--- src/rtl/core/kesd_pkg.sv ---
// Shared definitions for the key escape string decoder.
// Holds the record type, the queue handoff type, decoder mode codes and character codes.
// No dependencies.
package kesd_pkg;

  localparam int LIMIT_DEFAULT = 500;

  localparam int QDEPTH = 4;
  localparam int QPTR_W = $clog2(QDEPTH);
  localparam int QCNT_W = $clog2(QDEPTH + 1);

  localparam int MODE_W = 3;
  localparam logic [MODE_W-1:0] MODE_NORMAL = 3'd0;
  localparam logic [MODE_W-1:0] MODE_BSLASH = 3'd1;
  localparam logic [MODE_W-1:0] MODE_CARET  = 3'd2;
  localparam logic [MODE_W-1:0] MODE_OCTAL  = 3'd3;
  localparam logic [MODE_W-1:0] MODE_MDASH  = 3'd4;

  localparam logic [7:0] CH_BSLASH = 8'h5c;
  localparam logic [7:0] CH_CARET  = 8'h5e;
  localparam logic [7:0] CH_QMARK  = 8'h3f;
  localparam logic [7:0] CH_DASH   = 8'h2d;
  localparam logic [7:0] CH_META   = 8'h4d;
  localparam logic [7:0] CH_ZERO   = 8'h30;
  localparam logic [7:0] CH_NINE   = 8'h39;
  localparam logic [7:0] CH_A      = 8'h61;
  localparam logic [7:0] CH_N      = 8'h6e;
  localparam logic [7:0] CH_B      = 8'h62;
  localparam logic [7:0] CH_T      = 8'h74;
  localparam logic [7:0] CH_V      = 8'h76;
  localparam logic [7:0] CH_F      = 8'h66;
  localparam logic [7:0] CH_R      = 8'h72;
  localparam logic [7:0] CH_E      = 8'h65;

  localparam logic [7:0] BYTE_BEL = 8'h07;
  localparam logic [7:0] BYTE_LF  = 8'h0a;
  localparam logic [7:0] BYTE_BS  = 8'h08;
  localparam logic [7:0] BYTE_HT  = 8'h09;
  localparam logic [7:0] BYTE_VT  = 8'h0b;
  localparam logic [7:0] BYTE_FF  = 8'h0c;
  localparam logic [7:0] BYTE_CR  = 8'h0d;
  localparam logic [7:0] BYTE_ESC = 8'h1b;
  localparam logic [7:0] BYTE_DEL = 8'h7f;
  localparam logic [7:0] CTRL_MASK = 8'h9f;
  localparam logic [7:0] META_BIT  = 8'h80;

  typedef struct packed {
    logic [7:0] out_byte;
    logic       byte_valid;
    logic       is_last;
    logic [8:0] length;
  } rec_t;

  // Up to two records handed from the front to the queue in one cycle.
  typedef struct packed {
    logic [1:0] n;
    rec_t       a;
    rec_t       b;
  } push_t;

endpackage

--- src/rtl/core/kesd_front.sv ---
// Front end of the key escape string decoder: accepts characters and decodes escapes.
// Produces zero, one or two records per item for the record queue.
// Depends on kesd_pkg.
module kesd_front #(
  parameter int LIMIT = kesd_pkg::LIMIT_DEFAULT
) (
  input  logic            clk_i,
  input  logic            rst_ni,
  input  logic            accept_i,
  input  logic [7:0]      in_char_i,
  input  logic            is_end_i,
  output kesd_pkg::push_t push_o
);

  // The count reaches LIMIT + 1 at most; keep at least the 9 bits of the length field.
  localparam int CNT_RAW = $clog2(LIMIT + 2);
  localparam int CNT_W = (CNT_RAW > 9) ? CNT_RAW : 9;
  localparam logic [CNT_W-1:0] LIMIT_C = CNT_W'(LIMIT);

  logic [kesd_pkg::MODE_W-1:0] mode_q, mode_d;
  logic [7:0]                  oct_q, oct_d;
  logic                        meta_q, meta_d;
  logic [CNT_W-1:0]            cnt_q, cnt_d;
  logic                        stop_q, stop_d;

  logic             want0, want1, e0, e1, stop0;
  logic [7:0]       v0, v1;
  logic [CNT_W-1:0] cnt0, cnt1;
  logic             is_dig;
  logic [7:0]       letter;
  logic             is_letter;

  always_comb begin
    is_letter = 1'b1;
    letter    = 8'h00;
    unique case (in_char_i)
      kesd_pkg::CH_A: letter = kesd_pkg::BYTE_BEL;
      kesd_pkg::CH_N: letter = kesd_pkg::BYTE_LF;
      kesd_pkg::CH_B: letter = kesd_pkg::BYTE_BS;
      kesd_pkg::CH_T: letter = kesd_pkg::BYTE_HT;
      kesd_pkg::CH_V: letter = kesd_pkg::BYTE_VT;
      kesd_pkg::CH_F: letter = kesd_pkg::BYTE_FF;
      kesd_pkg::CH_R: letter = kesd_pkg::BYTE_CR;
      kesd_pkg::CH_E: letter = kesd_pkg::BYTE_ESC;
      default:        is_letter = 1'b0;
    endcase
  end

  assign is_dig = (in_char_i >= kesd_pkg::CH_ZERO) && (in_char_i <= kesd_pkg::CH_NINE);

  always_comb begin
    mode_d = mode_q;
    oct_d  = oct_q;
    meta_d = meta_q;
    want0  = 1'b0;
    want1  = 1'b0;
    v0     = 8'h00;
    v1     = 8'h00;

    if (is_end_i) begin
      if (!stop_q) begin
        unique case (mode_q)
          kesd_pkg::MODE_OCTAL: begin
            want0 = 1'b1;
            v0    = oct_q;
          end
          kesd_pkg::MODE_BSLASH: begin
            want0 = 1'b1;
            v0    = kesd_pkg::CH_BSLASH;
          end
          kesd_pkg::MODE_CARET: begin
            want0 = 1'b1;
            v0    = 8'h00;
          end
          default: ;
        endcase
      end
    end else if (!stop_q) begin
      unique case (mode_q)
        kesd_pkg::MODE_BSLASH: begin
          mode_d = kesd_pkg::MODE_NORMAL;
          priority if (is_letter) begin
            want0 = 1'b1;
            v0    = letter;
          end else if (in_char_i == kesd_pkg::CH_META) begin
            meta_d = 1'b1;
            mode_d = kesd_pkg::MODE_MDASH;
          end else if (is_dig) begin
            oct_d  = {4'h0, in_char_i[3:0]};
            mode_d = kesd_pkg::MODE_OCTAL;
          end else begin
            want0 = 1'b1;
            v0    = in_char_i;
          end
        end
        kesd_pkg::MODE_CARET: begin
          mode_d = kesd_pkg::MODE_NORMAL;
          want0  = 1'b1;
          v0     = (in_char_i == kesd_pkg::CH_QMARK) ? kesd_pkg::BYTE_DEL
                                                     : (in_char_i & kesd_pkg::CTRL_MASK);
        end
        kesd_pkg::MODE_OCTAL: begin
          if (is_dig) begin
            oct_d = {oct_q[4:0], 3'b000} + {4'h0, in_char_i[3:0]};
          end else begin
            // The run closes; the closing character is then decoded as in normal mode.
            mode_d = kesd_pkg::MODE_NORMAL;
            want0  = 1'b1;
            v0     = oct_q;
            priority if (in_char_i == kesd_pkg::CH_BSLASH) begin
              mode_d = kesd_pkg::MODE_BSLASH;
            end else if (in_char_i == kesd_pkg::CH_CARET) begin
              mode_d = kesd_pkg::MODE_CARET;
            end else begin
              want1 = 1'b1;
              v1    = in_char_i;
            end
          end
        end
        default: begin
          // Normal mode, and the meta dash mode, which swallows one dash.
          mode_d = kesd_pkg::MODE_NORMAL;
          if (!(mode_q == kesd_pkg::MODE_MDASH && in_char_i == kesd_pkg::CH_DASH)) begin
            priority if (in_char_i == kesd_pkg::CH_BSLASH) begin
              mode_d = kesd_pkg::MODE_BSLASH;
            end else if (in_char_i == kesd_pkg::CH_CARET) begin
              mode_d = kesd_pkg::MODE_CARET;
            end else begin
              want0 = 1'b1;
              v0    = in_char_i;
            end
          end
        end
      endcase
    end

    e0    = want0;
    cnt0  = cnt_q + CNT_W'(e0);
    stop0 = stop_q || (cnt0 > LIMIT_C);
    e1    = want1 && !stop0;
    cnt1  = cnt0 + CNT_W'(e1);
    if (e0) begin
      meta_d = 1'b0;
    end
    cnt_d  = cnt1;
    stop_d = stop0 || (cnt1 > LIMIT_C);

    push_o.a.out_byte   = meta_q ? (v0 | kesd_pkg::META_BIT) : v0;
    push_o.a.byte_valid = 1'b1;
    push_o.a.is_last    = 1'b0;
    push_o.a.length     = cnt0[8:0];
    push_o.b.out_byte   = v1;
    push_o.b.byte_valid = 1'b1;
    push_o.b.is_last    = 1'b0;
    push_o.b.length     = cnt1[8:0];
    push_o.n            = {1'b0, e0} + {1'b0, e1};

    if (is_end_i) begin
      if (e0) begin
        push_o.b.out_byte   = 8'h00;
        push_o.b.byte_valid = 1'b0;
        push_o.b.is_last    = 1'b1;
        push_o.b.length     = cnt0[8:0];
        push_o.n            = 2'd2;
      end else begin
        push_o.a.out_byte   = 8'h00;
        push_o.a.byte_valid = 1'b0;
        push_o.a.is_last    = 1'b1;
        push_o.a.length     = cnt_q[8:0];
        push_o.n            = 2'd1;
      end
      mode_d = kesd_pkg::MODE_NORMAL;
      oct_d  = 8'h00;
      meta_d = 1'b0;
      cnt_d  = '0;
      stop_d = 1'b0;
    end

    if (!accept_i) begin
      push_o.n = 2'd0;
    end
  end

  always_ff @(posedge clk_i or negedge rst_ni) begin
    if (!rst_ni) begin
      mode_q <= kesd_pkg::MODE_NORMAL;
      oct_q  <= 8'h00;
      meta_q <= 1'b0;
      cnt_q  <= '0;
      stop_q <= 1'b0;
    end else if (accept_i) begin
      mode_q <= mode_d;
      oct_q  <= oct_d;
      meta_q <= meta_d;
      cnt_q  <= cnt_d;
      stop_q <= stop_d;
    end
  end

endmodule

--- src/rtl/core/kesd_queue.sv ---
// Record queue between the decoder front end and the output stage.
// Takes up to two records per cycle and releases one; flags when two slots are not free.
// Depends on kesd_pkg.
module kesd_queue (
  input  logic            clk_i,
  input  logic            rst_ni,
  input  kesd_pkg::push_t push_i,
  input  logic            pop_i,
  output logic            empty_o,
  output logic            no_room_o,
  output kesd_pkg::rec_t  head_o
);

  kesd_pkg::rec_t mem_q [kesd_pkg::QDEPTH];

  logic [kesd_pkg::QPTR_W-1:0] wr_q, wr_d, rd_q, rd_d, wr_next;
  logic [kesd_pkg::QCNT_W-1:0] cnt_q, cnt_d;

  assign wr_next   = wr_q + kesd_pkg::QPTR_W'(1);
  assign empty_o   = (cnt_q == '0);
  assign no_room_o = (cnt_q > kesd_pkg::QCNT_W'(kesd_pkg::QDEPTH - 2));
  assign head_o    = mem_q[rd_q];

  always_comb begin
    wr_d  = wr_q + kesd_pkg::QPTR_W'(push_i.n);
    rd_d  = rd_q + kesd_pkg::QPTR_W'(pop_i);
    cnt_d = cnt_q + kesd_pkg::QCNT_W'(push_i.n) - kesd_pkg::QCNT_W'(pop_i);
  end

  always_ff @(posedge clk_i or negedge rst_ni) begin
    if (!rst_ni) begin
      wr_q  <= '0;
      rd_q  <= '0;
      cnt_q <= '0;
    end else begin
      wr_q  <= wr_d;
      rd_q  <= rd_d;
      cnt_q <= cnt_d;
    end
  end

  always_ff @(posedge clk_i) begin
    if (push_i.n != 2'd0) begin
      mem_q[wr_q] <= push_i.a;
    end
    if (push_i.n == 2'd2) begin
      mem_q[wr_next] <= push_i.b;
    end
  end

endmodule

--- src/rtl/core/kesd_back.sv ---
// Output stage of the key escape string decoder.
// Holds one record in the output register and refills it from the queue.
// Depends on kesd_pkg.
module kesd_back (
  input  logic           clk_i,
  input  logic           rst_ni,
  input  logic           empty_i,
  input  kesd_pkg::rec_t head_i,
  output logic           pop_o,
  input  logic           out_stall_i,
  output logic           out_valid_o,
  output kesd_pkg::rec_t rec_o
);

  logic           valid_q, valid_d;
  logic           load;
  kesd_pkg::rec_t rec_q;

  // The register takes a new item when it is empty or its item leaves this cycle.
  assign load    = !valid_q || !out_stall_i;
  assign pop_o   = load && !empty_i;
  assign valid_d = load ? !empty_i : valid_q;

  always_ff @(posedge clk_i or negedge rst_ni) begin
    if (!rst_ni) begin
      valid_q <= 1'b0;
    end else begin
      valid_q <= valid_d;
    end
  end

  always_ff @(posedge clk_i) begin
    if (pop_o) begin
      rec_q <= head_i;
    end
  end

  assign out_valid_o = valid_q;
  assign rec_o       = rec_q;

endmodule

--- src/rtl/core/key_escape_string_decoder.sv ---
// Key escape string decoder: takes one character per item and emits decoded raw bytes,
// with a closing record that carries the total length. An input item is taken every
// cycle as long as the four-record queue has two free slots; the output register
// delivers one record per cycle unless out_stall_i is high, so items that yield two
// records (a digit run closed by a plain character, or an end item that flushes a
// pending escape) leave one record at a time and the front stalls once the queue
// backs up. An item's first record passes a queue slot, then the output register.
module key_escape_string_decoder #(
  parameter int LIMIT = kesd_pkg::LIMIT_DEFAULT
) (
  input  logic       clk_i,
  input  logic       rst_ni,
  input  logic       in_valid_i,
  output logic       in_stall_o,
  input  logic [7:0] in_char_i,
  input  logic       is_end_i,
  output logic       out_valid_o,
  input  logic       out_stall_i,
  output logic [7:0] out_byte_o,
  output logic       byte_valid_o,
  output logic       is_last_o,
  output logic [8:0] length_o
);

  kesd_pkg::push_t push;
  kesd_pkg::rec_t  head, rec;
  logic            accept, empty, no_room, pop;

  assign in_stall_o = no_room;
  assign accept     = in_valid_i && !no_room;

  kesd_front #(
    .LIMIT(LIMIT)
  ) u_front (
    .clk_i    (clk_i),
    .rst_ni   (rst_ni),
    .accept_i (accept),
    .in_char_i(in_char_i),
    .is_end_i (is_end_i),
    .push_o   (push)
  );

  kesd_queue u_queue (
    .clk_i    (clk_i),
    .rst_ni   (rst_ni),
    .push_i   (push),
    .pop_i    (pop),
    .empty_o  (empty),
    .no_room_o(no_room),
    .head_o   (head)
  );

  kesd_back u_back (
    .clk_i      (clk_i),
    .rst_ni     (rst_ni),
    .empty_i    (empty),
    .head_i     (head),
    .pop_o      (pop),
    .out_stall_i(out_stall_i),
    .out_valid_o(out_valid_o),
    .rec_o      (rec)
  );

  assign out_byte_o   = rec.out_byte;
  assign byte_valid_o = rec.byte_valid;
  assign is_last_o    = rec.is_last;
  assign length_o     = rec.length;

endmodule
--- config.mk ---
export PLATFORM = sky130hd
export DESIGN_NAME = key_escape_string_decoder
export DESIGN_NICKNAME = d
export VERILOG_FILES = /design/src/rtl/core/kesd_pkg.sv /design/src/rtl/core/kesd_front.sv /design/src/rtl/core/kesd_queue.sv /design/src/rtl/core/kesd_back.sv /design/src/rtl/core/key_escape_string_decoder.sv
export SDC_FILE = /design/constraint.sdc
export NUM_CORES = 1
export LEC_CHECK = 0
export ABC_CLOCK_PERIOD_IN_PS = 12450
export BUFFER_PORTS_ARGS = -buffer_cell sky130_fd_sc_hd__buf_2
export CAP_MARGIN = 20
export CORE_MARGIN = 2
export CORE_UTILIZATION = 33
export DETAILED_ROUTE_END_ITERATION = 6
export PLACE_DENSITY = 0.6
export SLEW_MARGIN = 20
export SYNTH_ARGS = -nofsm -noshare
export SYNTH_HDL_FRONTEND = slang
export SYNTH_HIERARCHICAL = 1
export SYNTH_SLANG_ARGS = --single-unit
--- constraint.sdc ---
create_clock -name clk_i -period 12.45 [get_ports clk_i]
set_input_delay 2.49 -clock clk_i [delete_from_list [all_inputs] [get_ports clk_i]]
set_output_delay 2.49 -clock clk_i [all_outputs]
set_load 0.01 [all_outputs]
======== Word level (Yosys, flattened, before mapping) ========
Memory sizes are Yosys's and may differ from the RTL's. A register that Yosys moved wholly into a read port is not among the register bits.
Cells that the tools add are included.
storage, ports and cells
  bits in registers ....................... 30
  memory bits (writable) .................. 76
  output and inout port bits .............. 21
  word-level logic and storage cells ...... 142
  memories kept ........................... 1
operators by class
  add/sub/neg operators ................... 9
  order comparisons ....................... 5
  equal/unequal tests ..................... 26
  muxes and demuxes ....................... 69
  reductions and logical operators ........ 23
memories
  name           words  width  read ports  clocked after memory_dff  write ports  line              RTL
  u_queue.mem_q  4      19     1           1                         2            kesd_queue.sv:14  kesd_pkg::rec_t mem_q [kesd_pkg::QDEPTH];
operators with widths
  cell                number
  $mux 8              22
  $eq 8x7->1 const B  11
  $mux 40             1
  $pmux 5 s8          1
  $mux 19             2
  $pmux 8 s2          2
  $mux 1              26
  $pmux 8 s3          1
  $mux 3              7
  $add 9x1->9         2
  $gt 9x9->1 const B  2
  $eq 8x6->1 const B  2
  $ne 3x3->1 const B  4
  $mux 9              1
  $ne 3x2->1 const B  3
  $pmux 3 s3          1
  $reduce_bool 3->1   3
  $add 8x4->8         1
  $ge 8x6->1 const B  1
  $le 8x6->1 const B  1
  $mux 2              4
  $reduce_or 8->1     1
  $reduce_and 7->1    1
  $eq 3x2->1 const B  2
  other kinds (20)    30

======== Longest topological paths before layout ========
  depth after elaboration ................. 20
  gate-level depth with buffers ........... 23
  gate-level depth less buffers ........... 21

======== Cells and area by module ========
The synthesis kept the hierarchy.
by module, submodules not included
  module                     times used  cells each  area an instance (um^2)  sequential area each (um^2)
  kesd_queue                 1           222         4,205.3                  2,457.4
  kesd_front                 1           338         2,496.1                  550.5
  kesd_back                  1           22          610.6                    595.6
  key_escape_string_decoder  1           1           13.8                     0.0

======== Least setup slack after synthesis ========
OpenSTA, ideal clock, no wires.
  path type ............................... input port to flip-flop
  from .................................... input port in_char_i[4]
  to ...................................... memory u_queue/mem_q[0][0] in the netlist's numbering, enable pin
  library setup time ...................... 0.463 ns
  arrival ................................. 8.340 ns
  required time ........................... 11.987 ns
  setup slack ............................. 3.647 ns
  stages on the path ...................... 18
  path buffers ............................ 2
  cells stage by stage .................... clkbuf_1 -> or3b_2 -> nor4_1 -> inv_1 -> a21oi_1 -> a211oi_1 -> nor2_1 -> nor2_1 -> ha_1 -> ha_1 -> clkbuf_2 -> nand3_1 -> xor2_1 -> a21oi_1 -> a31o_2 -> a211oi_1 -> inv_1 -> o311ai_0
RTL lines
  what             line                             RTL
  start, declared  key_escape_string_decoder.sv:15  input logic [7:0] in_char_i,
  end, declared    kesd_queue.sv:14

==> parameters.txt <==
Parameter                              Value

Status
  Outcome ... finished clean

Worst setup path
  Slowest Stage Delay on Critical Path ... 0.77 ns
  Kind of end point of the critical path ... register
  Data required time at the worst endpoint ... 12.50 ns
  Arrival @ worst endpoint ... about 7.9 ns
  Chain of cells forming the critical path ... buf_2 -> or3b_2 -> nor4_1 -> inv_1 -> a21oi_1 -> a211oi_1 -> nor2_1 -> nor2_1 -> ha_1 -> nand3_1 -> xor2_1 -> a22oi_1 -> a31o_2 -> a211oi_1 -> and4bb_2 -> a311o_2
  Start-to-end type of the worst setup path ... input port to register
  Critical Path Source Type ... input port
  Worst path slowest cell ... sky130_fd_sc_hd__a211oi_1
  Maximum fanout along the worst path ... 20

Synth
  Synth Register Bits ... between 100 and 150
  Post-synth ARST share ... 0.240
  Number of synthesized flops with an enable pin ... 95
  Sequential share of the synthesized area ... 0.492
  Mean Syn Cell Area ... 12.6 um2
  Warning count from the yosys run ... 6
  Synthesized netlist net count ... 608
  Netlist cell types ... about 80
  Most frequent cells after synthesis ... sky130_fd_sc_hd__edfxtp_1 (95), sky130_fd_sc_hd__mux2_2 (57), sky130_fd_sc_hd__nand2_1 (39), sky130_fd_sc_hd__dfrtp_1 (30), sky130_fd_sc_hd__o21ai_0 (24)
  Most frequently used flop master after synthesis ... sky130_fd_sc_hd__edfxtp_1
  Fraction of post-synthesis cell area in the top cell type by area ... 0.389
  Cell with the most instances after synthesis ... sky130_fd_sc_hd__edfxtp_1
  Cell type with the highest aggregate area in the netlist ... sky130_fd_sc_hd__edfxtp_1
  Biggest area contributors in the synthesized netlist ... sky130_fd_sc_hd__edfxtp_1 (39%), sky130_fd_sc_hd__dfrtp_1 (10%), sky130_fd_sc_hd__mux2_2 (8.8%)
  Netlist Area Pre-Place ... 7330 um2
  Post-Syn Instances ... 583

Drt
  Violation count after the first detailed-route iteration ... approximately 470
  DRC violation count after routing ... 0
  Wire length reported by the detailed router ... ~18000 um
  Number of vias per cell after detailed routing ... 5.55
  Per-cell routed wire length ... around 20 um
  DR pass1 iterations ... 5
  Number of routed nets with antenna violations ... 0
  Via count ... 5012

STA
  Worst max-slew margin expressed relative to the limit ... 0.316
  Final number of setup-violating endpoints ... 0
  Worst Skew ... 0.00978 ns
  Top achievable clock speed ... 0.127 GHz
  Setup TNS Final ... 0 ns
  Actual slew at the worst max-slew pin ... between 1 and 1.5 ns
  Hold Fails Final Rpt ... 0
  Unrepaired setup endpoints after global routing ... false
  Min Tclk post-route ... ~7.9 ns
  Count of final max-slew check failures ... 0
  Crit share post-route ... 0.633

GRT
  Number of antenna violations at the first check in global routing ... 0
  Vias in the first global route ... 5099
  Global-route wire length before repair ... between 20000 and 30000 um
  Remaining Overflow, GRT ... 0
  Maximum number of pins on one net before global-route repair ... 31
  Global Route Usage Sum ... 0.156

Hold path
  Path class of the lowest-slack min-delay path ... register to register

Floorplan
  Die H ... 153 um
  Initial cell density of the core ... 0.336
  DIE AREA ... 23400 um2
  Count of standard-cell rows ... between 50 and 60
  Boundary pin count ... 34
  Die outline width ... 153 um
  Placeable core region ... 21800 um2

Clock network
  Clock slew seen by the registers of the worst setup and hold paths ... 0.05 ns
  Post-CTS repair timing setup buffer count ... 0
  Number of levels in the clock H-tree ... 4
  Number of clock buffers inserted by TritonCTS ... 17
  Clock insertion delay at the later pin of the skew report ... 0.42 ns
  CTS Hold Bufs ... 0
  Buffer levels on the longest clock path ... 2
  Number of sinks handled by clock tree synthesis ... 125
  Clock Tree Root ... sky130_fd_sc_hd__clkbuf_16
  Post-CTS Resized ... 0
  CTS tree ... built

Final layout
  Area added between synthesis and finish ... 13.6%
  Antenna Diode Count ... 0
  Net count reported at finish ... 635
  Final cell count without fillers ... approximately 900
  Proportion of layout cells with a drive suffix above 1 ... 0.302

Power
  Total power density per cell area ... 185 nW/um2
  Leakage power ... 0.00299 uW
  Worst IR Drop VDD ... 0.0000734 V

Placed design
  Number of input and output port buffers inserted ... 33
  Number of placed instances with taps included ... ~870
  Placer Congestion ... between 0.8 and 0.9
  HPWL after DPL ... 12200 um

Run
  Number of max-cap violations ... 0
[cell families (layout without fill, tap and decap cells)]
kind of cell | after synthesis | count (layout) | synth area share
DFF | 125 | 125 | 0.492
xor gates and xnor gates | 26 | 26 | 0.0311
buffers and inverters | 53 | 93 | 0.0379
adders and majority gates | 12 | 12 | 0.0215
muxes | 98 | 98 | 0.190
AOI/OAI and AO/OA | 115 | 115 | 0.108
and+or+nand+nor | 154 | 154 | 0.120
[critical path, delay by kind of cell]
kind | cells | cell delay, ns
AOI/OAI and AO/OA | 6 | 2.13
and+or+nand+nor | 6 | 2.15
buffers and inverters | 2 | 0.35
xor gates and xnor gates | 1 | 0.52
adders and majority gates | 1 | 0.27
[path summary, 6_finish.rpt]
check / from / cells past startpoint / endpoint / slack [ns]
setup / recovery: in_char_i[0] / 16 / u_queue/mem_q[2][7] / 4.57
setup reg to reg: u_front/mode_q[1] / 15 / u_queue/mem_q[2][7] / 6.63
min in group asynchronous: rst_ni / 1 / u_front/mode_q[0] / 2.18
max in group asynchronous: rst_ni / 1 / u_queue/rd_q[0] / 9.74
hold reg to reg: u_queue/cnt_q[2] / 1 / u_queue/cnt_q[2] / 0.52
hold / removal: u_queue/cnt_q[2] / 1 / u_queue/cnt_q[2] / 0.52
[layout make-up]
class | instances | area (um2)
multi-input combinational | 405 | 3460
timing repair buffer | 42 | 233
clock buffer | 21 | 460
tap | 280 | 350
inverter | 19 | 71.3
clock inverter | 11 | 141
fill | 2069 | 13500
sequential | 125 | 3600
[cell usage in the layout (no fill, tap or decap), drive strengths merged, types with 18 or more instances in the layout]
cell	netlist	routed
nor2	23	23
clkbuf	19	21
edfxtp	95	95
dfrtp	30	30
o21ai	26	26
mux2	77	77
a21oi	22	22
nand2	39	39
nand3	18	18
mux4	19	19
inv	18	19
buf	15	42
[stage by stage]
step | cell area (um2) | utilization | hold slack [ns] | setup slack [ns] | power [uW]
after floorplan | 7330 | - | 0.467 | 3.65 | 927
after global placement | 7720 | 0.354 | 0.483 | 4.34 | 1040
after detailed placement | 7720 | 0.354 | 0.504 | 4.22 | 1050
after CTS | 8320 | 0.381 | 0.516 | 4.64 | 1560
after global routing | 8320 | 0.381 | 0.543 | 4.10 | 1620
final | 8320 | 0.381 | 0.515 | 4.57 | 1540
[sequential cells by signal, summed over array words and instances, names as in the netlist, 2 cells and up]
name	flops
u_back/rec_o	19
u_front/cnt_q	9
u_front/mode_q	3
u_front/oct_q	8
u_queue/cnt_q	3
u_queue/mem_q	76
u_queue/rd_q	2
u_queue/wr_q	2
[per-layer routing]
metal	track usage	up-vias	part of all wire
met4	0.0547	0	0.017
met3	0.0292	26	0.039
li1	-	2305	-
met5	0	-	0
met1	0.205	2518	0.44
met2	0.258	163	0.50
[power breakdown]
group	total, uW	switching [uW]	internal, uW
sequential	638	62.5	576
combinational	399	212	187
clock	502	177	324
total	1540	451	1090
(Power assumes the default switching activity.)
